**src/rtl/core/max_falling_path_sum_core_assert.svh**
```systemverilog
// Assertion macros for the max falling path sum core.
// Included by files that carry concurrent checks; depends on nothing else.
`ifndef MAX_FALLING_PATH_SUM_CORE_ASSERT_SVH
`define MAX_FALLING_PATH_SUM_CORE_ASSERT_SVH
`ifndef SYNTHESIS
`define MFPS_ASSERT_CLK(lbl, clk, rst_n, prop) \
  lbl: assert property (@(posedge clk) disable iff (!rst_n) prop) \
    else $error("mfps: check failed");
`define MFPS_ASSERT(lbl, prop) `MFPS_ASSERT_CLK(lbl, clk_i, rst_ni, prop)
`else
`define MFPS_ASSERT_CLK(lbl, clk, rst_n, prop)
`define MFPS_ASSERT(lbl, prop)
`endif
`endif

```
**src/rtl/core/mfps_pkg.sv**
```systemverilog
// Shared constants and types for the max falling path sum core.
// No dependencies.
package mfps_pkg;

  localparam int MAX_WIDTH_DEF  = 1024;
  localparam int MAX_HEIGHT_DEF = 1024;
  localparam int VALUE_BITS_DEF = 16;

  localparam int TILE_W       = 16;  // tile_value field
  localparam int SUM_W        = 26;  // best_total field
  localparam int CFG_W        = 11;
  localparam int CFG_IDX_W    = 2;
  localparam int GRID_DIM_RST = 1024;

  localparam int TILE_DATA_W = 16;
  localparam int OUT_DATA_W  = 32;

  typedef enum logic [CFG_IDX_W-1:0] {
    REG_GRID_WIDTH  = 2'd0,
    REG_GRID_HEIGHT = 2'd1
  } cfg_reg_e;

  // Which neighbors above take part in the max
  typedef struct packed {
    logic first_row;
    logic use_left;
    logic use_right;
  } nbr_sel_t;

endpackage

```
**src/rtl/core/mfps_cfg.sv**
```systemverilog
// Grid dimension registers with range clamping.
// Depends on mfps_pkg.
module mfps_cfg #(
  parameter int MAX_WIDTH  = mfps_pkg::MAX_WIDTH_DEF,
  parameter int MAX_HEIGHT = mfps_pkg::MAX_HEIGHT_DEF,
  parameter int WID_W      = $clog2(MAX_WIDTH + 1),
  parameter int HGT_W      = $clog2(MAX_HEIGHT + 1)
) (
  input  logic                           clk_i,
  input  logic                           rst_ni,
  input  logic                           cfg_valid_i,
  input  logic [mfps_pkg::CFG_IDX_W-1:0] cfg_index_i,
  input  logic [mfps_pkg::CFG_W-1:0]     cfg_data_i,
  output logic [WID_W-1:0]               width_o,
  output logic [HGT_W-1:0]               height_o
);
  import mfps_pkg::*;

  localparam int W_RST = (MAX_WIDTH < GRID_DIM_RST) ? MAX_WIDTH : GRID_DIM_RST;
  localparam int H_RST = (MAX_HEIGHT < GRID_DIM_RST) ? MAX_HEIGHT : GRID_DIM_RST;

  logic [WID_W-1:0] width_q, width_d;
  logic [HGT_W-1:0] height_q, height_d;
  logic [31:0]      raw;
  logic [31:0]      w_clamp;
  logic [31:0]      h_clamp;

  // zero acts as one, oversize acts as the maximum
  always_comb begin
    raw = 32'(cfg_data_i);
    if (raw == 32'd0) begin
      w_clamp = 32'd1;
      h_clamp = 32'd1;
    end else begin
      w_clamp = (raw > 32'(MAX_WIDTH)) ? 32'(MAX_WIDTH) : raw;
      h_clamp = (raw > 32'(MAX_HEIGHT)) ? 32'(MAX_HEIGHT) : raw;
    end
  end

  always_comb begin
    width_d  = width_q;
    height_d = height_q;
    if (cfg_valid_i) begin
      unique case (cfg_index_i)
        REG_GRID_WIDTH:  width_d  = WID_W'(w_clamp);
        REG_GRID_HEIGHT: height_d = HGT_W'(h_clamp);
        default: ;
      endcase
    end
  end

  always_ff @(posedge clk_i or negedge rst_ni) begin
    if (!rst_ni) begin
      width_q  <= WID_W'(W_RST);
      height_q <= HGT_W'(H_RST);
    end else begin
      width_q  <= width_d;
      height_q <= height_d;
    end
  end

  assign width_o  = width_q;
  assign height_o = height_q;

endmodule

```
**config.mk**
```make
export PLATFORM = sky130hd
export DESIGN_NAME = mfps_cfg
export DESIGN_NICKNAME = d
export VERILOG_FILES = /design/src/rtl/core/max_falling_path_sum_core_assert.svh /design/src/rtl/core/mfps_pkg.sv /design/src/rtl/core/mfps_cfg.sv
export SDC_FILE = /design/constraint.sdc
export NUM_CORES = 1
export LEC_CHECK = 0
export BUFFER_PORTS_ARGS = -buffer_cell sky130_fd_sc_hd__buf_2
export CAP_MARGIN = 25
export CORE_MARGIN = 2
export CORE_UTILIZATION = 40
export DETAILED_ROUTE_END_ITERATION = 10
export GPL_TIMING_DRIVEN = 0
export PLACE_DENSITY = 0.68
export SLEW_MARGIN = 10
export SYNTH_ARGS = -nofsm -noshare
export SYNTH_HDL_FRONTEND = slang
export SYNTH_SLANG_ARGS = --single-unit
export TNS_END_PERCENT = 5
```
**constraint.sdc**
```tcl
create_clock -name clk_i -period 1.16 [get_ports clk_i]
set_input_delay 0.232 -clock clk_i [delete_from_list [all_inputs] [get_ports clk_i]]
set_output_delay 0.232 -clock clk_i [all_outputs]
set_load 0.02 [all_outputs]
```
==> summary.txt <==
Status
  – Status: finished with violations
  – Violated checks: setup timing

Floorplanning
  – Horiz. Die Dim: 52.9 um
  – Starting density of the core: 42.9%
  – Vertical die dimension: 52.9 um
  – Ports: 38
  – Die Outline Area: 2800 um2
  – Number of placement rows: 17
  – Core Box Area: 2230 um2

Pwr
  – Internal: 1.26 mW
  – Switching share of power: 31.2%
  – Proportion of power drawn by combinational gates: 26.3%
  – Static Leakage: 0.624 nW
  – Sequential cell fraction of total power: 51.3%
  – Total Power: 1.83 mW
  – Largest vdd supply drop: 0.729 mV
  – Pwr Density: 1470 nW/um2
  – Switching pwr: 0.570 mW
  – Portion of total power attributed to the clock network: 22.5%

Worst setup path
  – Category of the most critical setup path: reg2out
  – Kind of end point of the critical path: output pin
  – Setup slack, reg-to-reg: 0.34 ns
  – Slowest stage cell on the critical path: sky130_fd_sc_hd__dfstp_2
  – Number of buffer and inverter instances along the worst setup path: 1
  – Critical-path maximum fanout: 2
  – Arrival @ worst endpoint: 0.98 ns
  – Delay of the slowest cell on the worst path: 0.57 ns
  – Crit path required time: 0.93 ns
  – R2R depth: 3
  – Type of origin of the critical path: flop
  – CP top delay family: flip-flops
  – Cells traversed along the worst timing path: buf_6
  – Total number of cells along the worst setup path: 1

Route
  – Final wirelength: 2080 um
  – Drt first-iter violations: 4
  – Number of nets with antenna violations after routing: 0
  – First-pass detailed-route iteration total: 4
  – Routed vias/inst: 4.76
  – Routed wire per std cell: 13.0 um
  – DRC violation count after routing: 0
  – Via count: 761

Synthesis
  – Synthesized cell area: 957 um2
  – Sequential cell area fraction in the yosys report: 57.8%
  – Number of distinct library cell variants in the gate-level netlist after synthesis: 21
  – Synthesized area per cell: 10.8 um2
  – Warnings, synthesis: 0
  – Cell count after synthesis: 89
  – Number of synthesized register bits: 22
  – Post-synthesis net count: 105

CTS
  – Clock-pin slew on the worst setup and hold paths: 0.12 ns
  – H-tree Lvls: 1
  – TritonCTS clock tree: done
  – Number of clock buffers inserted by TritonCTS: 3
  – Clock Tree Root: sky130_fd_sc_hd__clkbuf_4
  – Worst-skew pair later-pin latency: 0.29 ns
  – Clock Path Buffers: 2
  – Number of sinks driven by the clock tree: 22

Global route
  – Maximum number of pins on one net before global-route repair: 23
  – Remaining Overflow, GRT: 0
  – Vias in the first global route: 769
  – Global-route usage over all layers: 17.0%
  – Number of antenna violations at the first check in global routing: 0
  – Wire length of the first global-routing pass: 3420 um

Timing
  – Least-Margin Pin Slew: 0.497 ns
  – Final number of setup-violating endpoints: 2
  – Max Clock Freq: 824 MHz
  – Final setup slack of the worst path: -0.0529 ns
  – RSZ-0062 raised after global routing: true
  – Number of slew-limit violations in the final report: 0
  – Final period demand of the worst path: 1.21 ns
  – Final Hold Vio Count: 0
  – Layout Skew: 0 ns
  – Worst relative slew slack: 66.9%
  – Final period util: 105%

Place
  – Number of buffers inserted by port buffering: 37
  – HPWL after detailed placement: 1550 um
  – RePlAce Congestion: 0.776
  – Worst slack, placed: -0.131 ns

Cells and area
  – FILL cells: 214
  – Nets: 149
  – Area growth from synthesis to layout: 29.9%
  – Most frequent standard cell in the layout excluding fill and tap cells: sky130_fd_sc_hd__buf_2
  – Highest-count cells in the layout ignoring fill and taps: sky130_fd_sc_hd__buf_2 (36), sky130_fd_sc_hd__dfrtp_1 (20), sky130_fd_sc_hd__nand2_1 (15), sky130_fd_sc_hd__nand2b_1 (10), sky130_fd_sc_hd__o21ai_0 (10)
  – Final antenna diode count: 0
  – Fraction of layout instances using a drive strength above 1: 47.0%

Min path
  – HP Class: in2reg
  – Number of cells traversed by the worst hold path: 4

Flow run
  – Maximum capacitance violations: 0
## through the flow
step | cells | hold WS [ns] | TNS (ns) | util, % | instance area, um2
after detailed placement | 154 | 0.227 | -0.954 | 52.7 | 1180
final | 160 | 0.203 | -0.0841 | 55.7 | 1240
after CTS | 160 | 0.193 | -0.114 | 55.7 | 1240
after global placement | 154 | 0.218 | -0.794 | 52.7 | 1180
after global routing | 160 | 0.207 | -0.162 | 55.7 | 1240
after floorplan | 89 | -0.0636 | 0 | - | 957
## cell families after synthesis
kind of cell	share of synthesized area, %
simple gates	22.7
flops	57.8
compound gates	13.7
buf+inv	4.57
mux	1.18
## synth_stat cells
cell type	count	area (um2)
sky130_fd_sc_hd__nand3_1	1	5.00
sky130_fd_sc_hd__buf_6	1	11.3
sky130_fd_sc_hd__nand2_2	6	37.5
sky130_fd_sc_hd__o21ai_0	10	50.1
sky130_fd_sc_hd__dfstp_2	2	52.6
sky130_fd_sc_hd__or3b_1	1	8.76
sky130_fd_sc_hd__buf_2	1	5.00
sky130_fd_sc_hd__nor3b_1	1	7.51
sky130_fd_sc_hd__nand2_1	15	56.3
sky130_fd_sc_hd__nor2b_1	2	12.5
sky130_fd_sc_hd__nand3b_1	1	7.51
sky130_fd_sc_hd__mux2_2	1	11.3
sky130_fd_sc_hd__nand2b_1	10	62.6
sky130_fd_sc_hd__o21ai_2	8	70.1
sky130_fd_sc_hd__nor2_1	2	7.51
sky130_fd_sc_hd__dfrtp_1	20	500
sky130_fd_sc_hd__nor4_1	2	12.5
sky130_fd_sc_hd__a31oi_1	1	6.26
sky130_fd_sc_hd__clkbuf_1	2	7.51
sky130_fd_sc_hd__a21oi_1	1	5.00
sky130_fd_sc_hd__buf_12	1	20.0
## power by group through the flow
stage	combinational, mW	sequential (mW)	clock, mW
4_1_cts	0.487	0.938	0.429
3_5_place_dp	0.461	0.950	0
6_report	0.480	0.937	0.411
2_1_floorplan	0.142	1.08	0
3_3_place_gp	0.454	0.945	0
5_1_grt	0.526	0.949	0.459
## layout make-up
| cell class | instances | area, um2 | area share [%] |
|---|---|---|---|
| plain buffers | 5 | 43.8 | 3.52 |
| clock buffers | 4 | 36.3 | 2.92 |
| multi-input cells | 62 | 360 | 29.0 |
| flip-flops and latches | 22 | 553 | 44.5 |
| well taps | 28 | 35.0 | 2.82 |
| repair buffers | 39 | 215 | 17.3 |
## timing repair
action	CTS	global route
hold buffers	1	0
endpoints found under the hold margin	20	0
cloned	0	0
setup endpoints to repair	2	2
setup buffers	1	0
gates resized for setup	4	0
pin swaps	0	0
## sequential cells by signal, indices dropped and copies added (netlist names)
register  flops
height_o     11
width_o      11
## path summary, 6_finish.rpt
path | from | to
worst max register to register | width_o[10] | width_o[10]
worst max-delay path | width_o[10] | width_o[10]
max in group asynchronous | rst_ni | height_o[10]
worst min-delay path | cfg_index_i[1] | width_o[10]
min in group asynchronous | rst_ni | height_o[2]
worst min register to register | width_o[4] | width_o[4]
## routing by layer
layer | GRT usage [%] | vias up | routed length [um]
li1 | - | 383 | -
met1 | 22.5 | 352 | 938
met2 | 27.7 | 24 | 998
met3 | 3.11 | 2 | 130
met4 | 6.41 | 0 | 14
met5 | 0 | - | 0
## worst reg2reg max path, stage by stage (launching register included)
cell and delay (ns):
sky130_fd_sc_hd__dfstp_2 0.57, sky130_fd_sc_hd__buf_4 0.11, sky130_fd_sc_hd__nand2_2 0.03, sky130_fd_sc_hd__nand2_1 0.06
(Power assumes the default switching activity.)
