## src/rtl/core/max_falling_path_sum_core_assert.svh

```systemverilog
// Assertion macros for the max falling path sum core.
// Included by files that carry concurrent checks; depends on nothing else.
`ifndef MAX_FALLING_PATH_SUM_CORE_ASSERT_SVH
`define MAX_FALLING_PATH_SUM_CORE_ASSERT_SVH
`ifndef SYNTHESIS
`define MFPS_ASSERT_CLK(lbl, clk, rst_n, prop) \
  lbl: assert property (@(posedge clk) disable iff (!rst_n) prop) \
    else $error("mfps: check failed");
`define MFPS_ASSERT(lbl, prop) `MFPS_ASSERT_CLK(lbl, clk_i, rst_ni, prop)
`else
`define MFPS_ASSERT_CLK(lbl, clk, rst_n, prop)
`define MFPS_ASSERT(lbl, prop)
`endif
`endif

```

## src/rtl/core/mfps_pkg.sv

```systemverilog
// Shared constants and types for the max falling path sum core.
// No dependencies.
package mfps_pkg;

  localparam int MAX_WIDTH_DEF  = 1024;
  localparam int MAX_HEIGHT_DEF = 1024;
  localparam int VALUE_BITS_DEF = 16;

  localparam int TILE_W       = 16;  // tile_value field
  localparam int SUM_W        = 26;  // best_total field
  localparam int CFG_W        = 11;
  localparam int CFG_IDX_W    = 2;
  localparam int GRID_DIM_RST = 1024;

  localparam int TILE_DATA_W = 16;
  localparam int OUT_DATA_W  = 32;

  typedef enum logic [CFG_IDX_W-1:0] {
    REG_GRID_WIDTH  = 2'd0,
    REG_GRID_HEIGHT = 2'd1
  } cfg_reg_e;

  // Which neighbors above take part in the max
  typedef struct packed {
    logic first_row;
    logic use_left;
    logic use_right;
  } nbr_sel_t;

endpackage

```

## src/rtl/core/mfps_best.sv

```systemverilog
// Tile best: up to three-way max over the row above plus a saturating add; the tile alone on the first row.
// Depends on mfps_pkg.
module mfps_best (
  input  logic [mfps_pkg::SUM_W-1:0] tile_i,
  input  logic [mfps_pkg::SUM_W-1:0] left_i,
  input  logic [mfps_pkg::SUM_W-1:0] mid_i,
  input  logic [mfps_pkg::SUM_W-1:0] right_i,
  input  mfps_pkg::nbr_sel_t         sel_i,
  output logic [mfps_pkg::SUM_W-1:0] best_o
);
  import mfps_pkg::*;

  logic [SUM_W-1:0] m_lm;
  logic [SUM_W-1:0] m_all;
  logic [SUM_W:0]   sum;

  always_comb begin
    m_lm  = (sel_i.use_left && (left_i > mid_i)) ? left_i : mid_i;
    m_all = (sel_i.use_right && (right_i > m_lm)) ? right_i : m_lm;
    sum   = {1'b0, tile_i} + {1'b0, m_all};
    if (sel_i.first_row) begin
      best_o = tile_i;
    end else if (sum[SUM_W]) begin
      best_o = '1;
    end else begin
      best_o = sum[SUM_W-1:0];
    end
  end

endmodule

```

## config.mk

```make
export PLATFORM = sky130hd
export DESIGN_NAME = mfps_best
export DESIGN_NICKNAME = d
export VERILOG_FILES = /design/src/rtl/core/max_falling_path_sum_core_assert.svh /design/src/rtl/core/mfps_pkg.sv /design/src/rtl/core/mfps_best.sv
export SDC_FILE = /design/constraint.sdc
export NUM_CORES = 1
export LEC_CHECK = 0
export BUFFER_PORTS_ARGS = -buffer_cell sky130_fd_sc_hd__buf_2
export CELL_PAD_IN_SITES_DETAIL_PLACEMENT = 1
export CELL_PAD_IN_SITES_GLOBAL_PLACEMENT = 1
export CORE_ASPECT_RATIO = 2
export CORE_MARGIN = 2
export CORE_UTILIZATION = 32
export DETAILED_ROUTE_END_ITERATION = 16
export MAX_ROUTING_LAYER = met4
export PLACE_DENSITY_LB_ADDON = 0.2
export SETUP_SLACK_MARGIN = 0.5
export SLEW_MARGIN = 30
export SYNTH_ARGS = -nofsm -noshare
export SYNTH_HDL_FRONTEND = slang
export SYNTH_SLANG_ARGS = --single-unit
```

## constraint.sdc

```tcl
create_clock -name vclk -period 7.9
set_input_delay 0.79 -clock vclk [all_inputs]
set_output_delay 0.79 -clock vclk [all_outputs]
set_load 0.05 [all_outputs]
```

==> results of run 1 <==
==> tightest hold or removal path: cells and delay by family <==
| kind | cells | cell delay (ps) |
|---|---|---|
| buffers and inverters | 3 | 320 |
| AO/OA/AOI/OAI | 1 | 50 |
==> repair_timing <==
action | in CTS | in global routing
endpoints found under the hold margin | 0 | 0
pin swaps | 55 | 41
endpoints found under the setup margin | 26 | 26
setup buffers | 20 | 14
gates resized for setup | 179 | 32
hold buffers | 0 | 0
gates cloned | 5 | 0
==> cells by family (layout without fill, tap and decap cells) <==
kind of cell / Yosys count / after routing
AO/OA/AOI/OAI: 173 / 174
AND/OR/NAND/NOR: 119 / 119
buffers and inverters: 91 / 324
adder cells (fa/ha/maj): 80 / 80
multiplexers: 29 / 29
XOR/XNOR: 16 / 16
==> placed cells by master (no fill, tap or decap), types with 20 or more instances in the layout <==
cell type and instances:
nor2_1 32, a21oi_2 25, buf_6 43, ha_1 58, a21o_1 28, buf_2 98, buf_4 100, a21oi_1 37
ha_4 20, inv_1 65
==> path summary, 6_finish.rpt <==
| path | start | endpoint | slack, ps | cells after the start |
|---|---|---|---|---|
| hold / removal | tile_i[24] | best_o[24] | 1950 | 4 |
| setup / recovery | mid_i[17] | best_o[0] | 190 | 34 |
==> report_power, final <==
part / leakage, nW / switching (mW) / internal [mW] / total [mW]
logic: 3.26 / 0.479 / 0.411 / 0.890
registers: 0 / 0 / 0 / 0
clock network: 0 / 0 / 0 / 0
==> final cells by class <==
type | instances | area share
inverters | 75 | 0.0445
multi-input cells | 418 | 0.631
repair buffers | 249 | 0.297
well taps | 140 | 0.0274
==> metal layers <==
layer / GRT usage / vias up / wire length, um
li1: - / 2310 / -
met1: 0.250 / 2352 / 5610
met2: 0.601 / 112 / 11000
met3: 0.0118 / 39 / 358
met4: 0.100 / 0 / 743
met5: - / - / 0
==> through the flow <==
step / worst slack [ps] / utilization / cell area, um^2
floorplan: 379 / - / 3720
global placement: -115 / 0.470 / 5080
detailed placement: -272 / 0.470 / 5080
CTS: 335 / 0.565 / 6110
global route: -179 / 0.590 / 6380
finish: 192 / 0.590 / 6380
==> flow_metrics.py, run 1 <==
metrics = {
    "synth": {
        "ys_types": 49,
        "muxShareOfSynthArea": 0.0835,
        "synth_compound_area_frac": 0.320,
        "synth.avg_cell_area_um2": 6.93,
        "post_synth_most_frequent_cells": "79 x ha_1, 75 x a21oi_1, 75 x inv_1, 40 x nor2_1, 28 x a21o_1",
        "synth_top_cell_area_share": 0.281,
        "synth_top_family_by_area": "compound AO/OA/AOI/OAI gates",
        "synthXorXnorAreaFrac": 0.0398,
        "synth_adder_area_share": 0.287,
        "synth_area_leaders": "ha_1 28%, a21oi_1 11%, inv_1 8.0%",
        "synth.largest_area_cell": "ha_1",
        "yosys_warnings": 0,
        "yosysMostFrequentCell": "ha_1",
        "syn-cell-area_um2": 3520,
        "synthCells": 508,
        "yosys.area_share.simple": 0.166,
        "syn-num-nets": 695,
        "ys_seq_area_frac": 0,
    },
    "worst_setup_path": {
        "cp_slowest_stage_delay_ps": 430,
        "worstPathRequired_ps": 7110,
        "crit_path_max_fanout": 6,
        "worstSetupStartpointType": "input port",
        "path_buf_inv": 9,
        "cp.arrival_ps": 6920,
        "critPathCaptureType": "primary output",
        "critPathMostFrequentCell": "buf_4",
        "crit_family": "compound AO/OA/AOI/OAI gates",
        "path_class": "input port to primary output",
        "slowest_stage": "o41a_1",
    },
    "routing": {
        "num_vias": 4813,
        "drt-initial-drc-count": 118,
        "via_per_inst": 5.46,
        "routed_wl_um": 17700,
        "drc": 0,
        "wl_per_cell_um": 20.1,
        "ant_nets": 0,
        "first_pass_iters": 4,
    },
    "cells_and_area": {
        "seq_cells": 0,
        "nets": 931,
        "multi_input_area_um2": 4030,
        "drive_above_1_share": 0.507,
        "fillers": 1349,
        "diodes": 0,
        "regArea_um2": 0,
        "layout.cells.non_filler": 882,
        "clock_buffers": 0,
        "syn_to_final_growth_pct": 81.3,
    },
    "status": {
        "run_status": "finished, final reports clean",
    },
    "global_routing": {
        "grt_overflow": 0,
        "grt_max_degree": 37,
        "grt_pass1_wl_um": 26400,
        "grt_usage": 0.284,
        "antenna_found_initial": 0,
        "grt_pass1_vias": 5375,
    },
    "floorplan": {
        "core-area_um2": 10800,
        "chipHeight_um": 152,
        "start_util": 0.326,
        "fp-row-count": 54,
        "ios": 133,
        "die_x_um": 78.2,
        "die-area_um2": 11900,
    },
    "pwr": {
        "power_uw": 890,
        "power_leakage_nw": 3.26,
        "ir_worst_vdd_v": 0.0000859,
        "powerDensity_nw_per_um2": 139,
    },
    "timing": {
        "finalHoldViolCount": 0,
        "fin_crit_sh": 0.976,
        "setup_viol": 0,
        "worst_pin_slew_ps": 809,
        "fmax_mhz": 130,
        "slew_headroom": 0.460,
        "rsz0062_at_grt": "true",
        "period_needed_ps": 7710,
        "finalSetupTns_ps": 0,
        "holdWs_ps": 1950,
        "slew_viol_final": 0,
    },
    "place": {
        "dp_cells": 843,
        "routabilityCongestion": 0.877,
        "portBuffers": 133,
        "dpl.hpwl_um": 13300,
    },
    "job": {
        "max_cap_viol_count": 0,
    },
    "min_path": {
        "hold_class": "input port to primary output",
    },
}
Note: power is estimated with default switching activity, not from simulation.
==> run 2: changes to the inputs <==
- ABC_AREA: not set -> 1
==> flow_metrics.py, run 2 <==
metrics = {
    "routing": {
        "wl_per_cell_um": 16.6,
        "routed_wl_um": 19900,
        "via_per_inst": 5.01,
        "ant_nets": 0,
        "drc": 0,
        "num_vias": 6007,
        "drt-initial-drc-count": 120,
        "first_pass_iters": 4,
    },
    "synth": {
        "yosysMostFrequentCell": "nand2_1",
        "synth_top_cell_area_share": 0.252,
        "synth_compound_area_frac": 0.0849,
        "synthCells": 884,
        "synthXorXnorAreaFrac": 0.0224,
        "syn-num-nets": 1071,
        "synth.avg_cell_area_um2": 5.30,
        "synth_adder_area_share": 0.215,
        "synth.largest_area_cell": "nand2_1",
        "synth_top_family_by_area": "simple AND/OR/NAND/NOR gates",
        "yosys_warnings": 0,
        "ys_seq_area_frac": 0,
        "post_synth_most_frequent_cells": "315 x nand2_1, 160 x inv_1, 92 x nand3_1, 79 x ha_1, 73 x nor2_1",
        "ys_types": 40,
        "synth_area_leaders": "nand2_1 25%, ha_1 21%, inv_1 13%",
        "syn-cell-area_um2": 4690,
        "yosys.area_share.simple": 0.519,
        "muxShareOfSynthArea": 0,
    },
    "timing": {
        "rsz0062_at_grt": "false",
        "holdWs_ps": 1990,
        "period_needed_ps": 6920,
        "fmax_mhz": 144,
        "fin_crit_sh": 0.876,
        "slew_headroom": 0.605,
        "slew_viol_final": 0,
        "setup_viol": 0,
        "worst_pin_slew_ps": 591,
        "worst_slack_ps": 976,
        "finalHoldViolCount": 0,
        "finalSetupTns_ps": 0,
    },
    "floorplan": {
        "fp-row-count": 62,
        "die_x_um": 89.6,
        "die-area_um2": 15700,
        "chipHeight_um": 175,
        "ios": 133,
        "start_util": 0.327,
        "core-area_um2": 14400,
    },
    "cells_and_area": {
        "seq_cells": 0,
        "layout_commonest_cell": "nand2_1",
        "drive_above_1_share": 0.197,
        "clock_buffers": 0,
        "multi_input_area_um2": 3970,
        "regArea_um2": 0,
        "layout.cells.non_filler": 1198,
        "nets": 1195,
        "diodes": 0,
        "most-common-layout-cells": "315 x nand2_1, 159 x inv_1, 133 x buf_2, 92 x nand3_1, 79 x ha_1",
        "fillers": 2150,
        "syn_to_final_growth_pct": 17.2,
    },
    "global_routing": {
        "grt_max_degree": 32,
        "grt_usage": 0.259,
        "grt_pass1_wl_um": 30300,
        "grt_pass1_vias": 6256,
        "antenna_found_initial": 0,
        "grt_overflow": 0,
    },
    "pwr": {
        "powerDensity_nw_per_um2": 136,
        "ir_worst_vdd_v": 0.0000410,
        "power_uw": 749,
        "power_leakage_nw": 3.53,
    },
    "worst_setup_path": {
        "cp.depth": 37,
        "critPathCaptureType": "primary output",
        "cp_slowest_stage_delay_ps": 400,
        "critPathMostFrequentCell": "nand2_1",
        "slowest_stage": "fa_1",
        "worstPathRequired_ps": 7110,
        "crit_end": "best_o[12]",
        "path_class": "input port to primary output",
        "path_buf_inv": 7,
        "crit_family": "simple AND/OR/NAND/NOR gates",
        "crit_path_max_fanout": 28,
        "worstSetupStartpointType": "input port",
        "cp.arrival_ps": 6130,
        "setup.worst_path.start": "mid_i[20]",
    },
    "min_path": {
        "hp-start": "tile_i[22]",
        "hold_class": "input port to primary output",
    },
    "place": {
        "portBuffers": 133,
        "dp_cells": 1196,
        "dpl.hpwl_um": 17900,
        "routabilityCongestion": 1.02,
        "pre_cts_ws_ps": 723,
    },
    "job": {
        "max_cap_viol_count": 0,
    },
    "clocking": {
        "post_cts_buffers": 0,
    },
    "status": {
        "run_status": "finished, final reports clean",
    },
}
==> run 2: changes by cell type in the layout (fill, tap and decap cells not counted), moves of 25 or more <==
cell     delta
a21o_1     -26
buf_6      -43
nor2_1     +41
buf_2      +35
buf_4      -99
nand3_1    +88
a21oi_2    -25
inv_1      +94
nand2_1   +299
==> run 2: how the worst min path moves through the flow <==
stage / to / slack, ps / cells after the start
after floorplan: best_o[10] / 1820 / 2
after global placement: best_o[23] / 1990 / 4
after detailed placement: best_o[20] / 1990 / 4
after CTS: best_o[20] / 1990 / 4
after global routing: best_o[20] / 2010 / 4
final: best_o[22] / 1990 / 4
==> run 2: area by class of cell <==
cell class         instances  area share
repair buffers           134       0.122
multi-input cells        710       0.722
well taps                192      0.0437
inverters                162       0.112
==> run 2: logic make-up (layout without fill, tap and decap cells) <==
family,after synthesis,in the layout
AND/OR/NAND/NOR,550,551
buffers and inverters,176,296
XOR/XNOR,12,12
AO/OA/AOI/OAI,66,67
adder cells (fa/ha/maj),80,80
==> run 2: metal layers <==
metal / global-route usage / vias up / wire length, um
li1: - / 3016 / -
met1: 0.230 / 2793 / 6340
met2: 0.523 / 133 / 12000
met3: 0.00472 / 65 / 280
met4: 0.122 / 0 / 1300
met5: - / - / 0
==> run 2: what timing repair did <==
action,in CTS,in global routing
setup endpoints to repair,0,24
hold buffers,0,0
resized for setup,0,2
==> run 2: power by group <==
| group | internal [mW] | switching (mW) | leakage (nW) |
|---|---|---|---|
| logic | 0.228 | 0.521 | 3.53 |
| clock network | 0 | 0 | 0 |
| registers | 0 | 0 | 0 |
==> run 2: through the flow <==
stage / utilization / area (um^2)
detailed placement: 0.381 / 5470
global placement: 0.381 / 5470
CTS: 0.381 / 5470
global route: 0.383 / 5500
finish: 0.383 / 5500
floorplan: - / 4690
==> run 2: tightest hold or removal path: cells and delay by family <==
kind	cells	cell delay (ps)
AND/OR/NAND/NOR	2	100
buffers and inverters	2	310
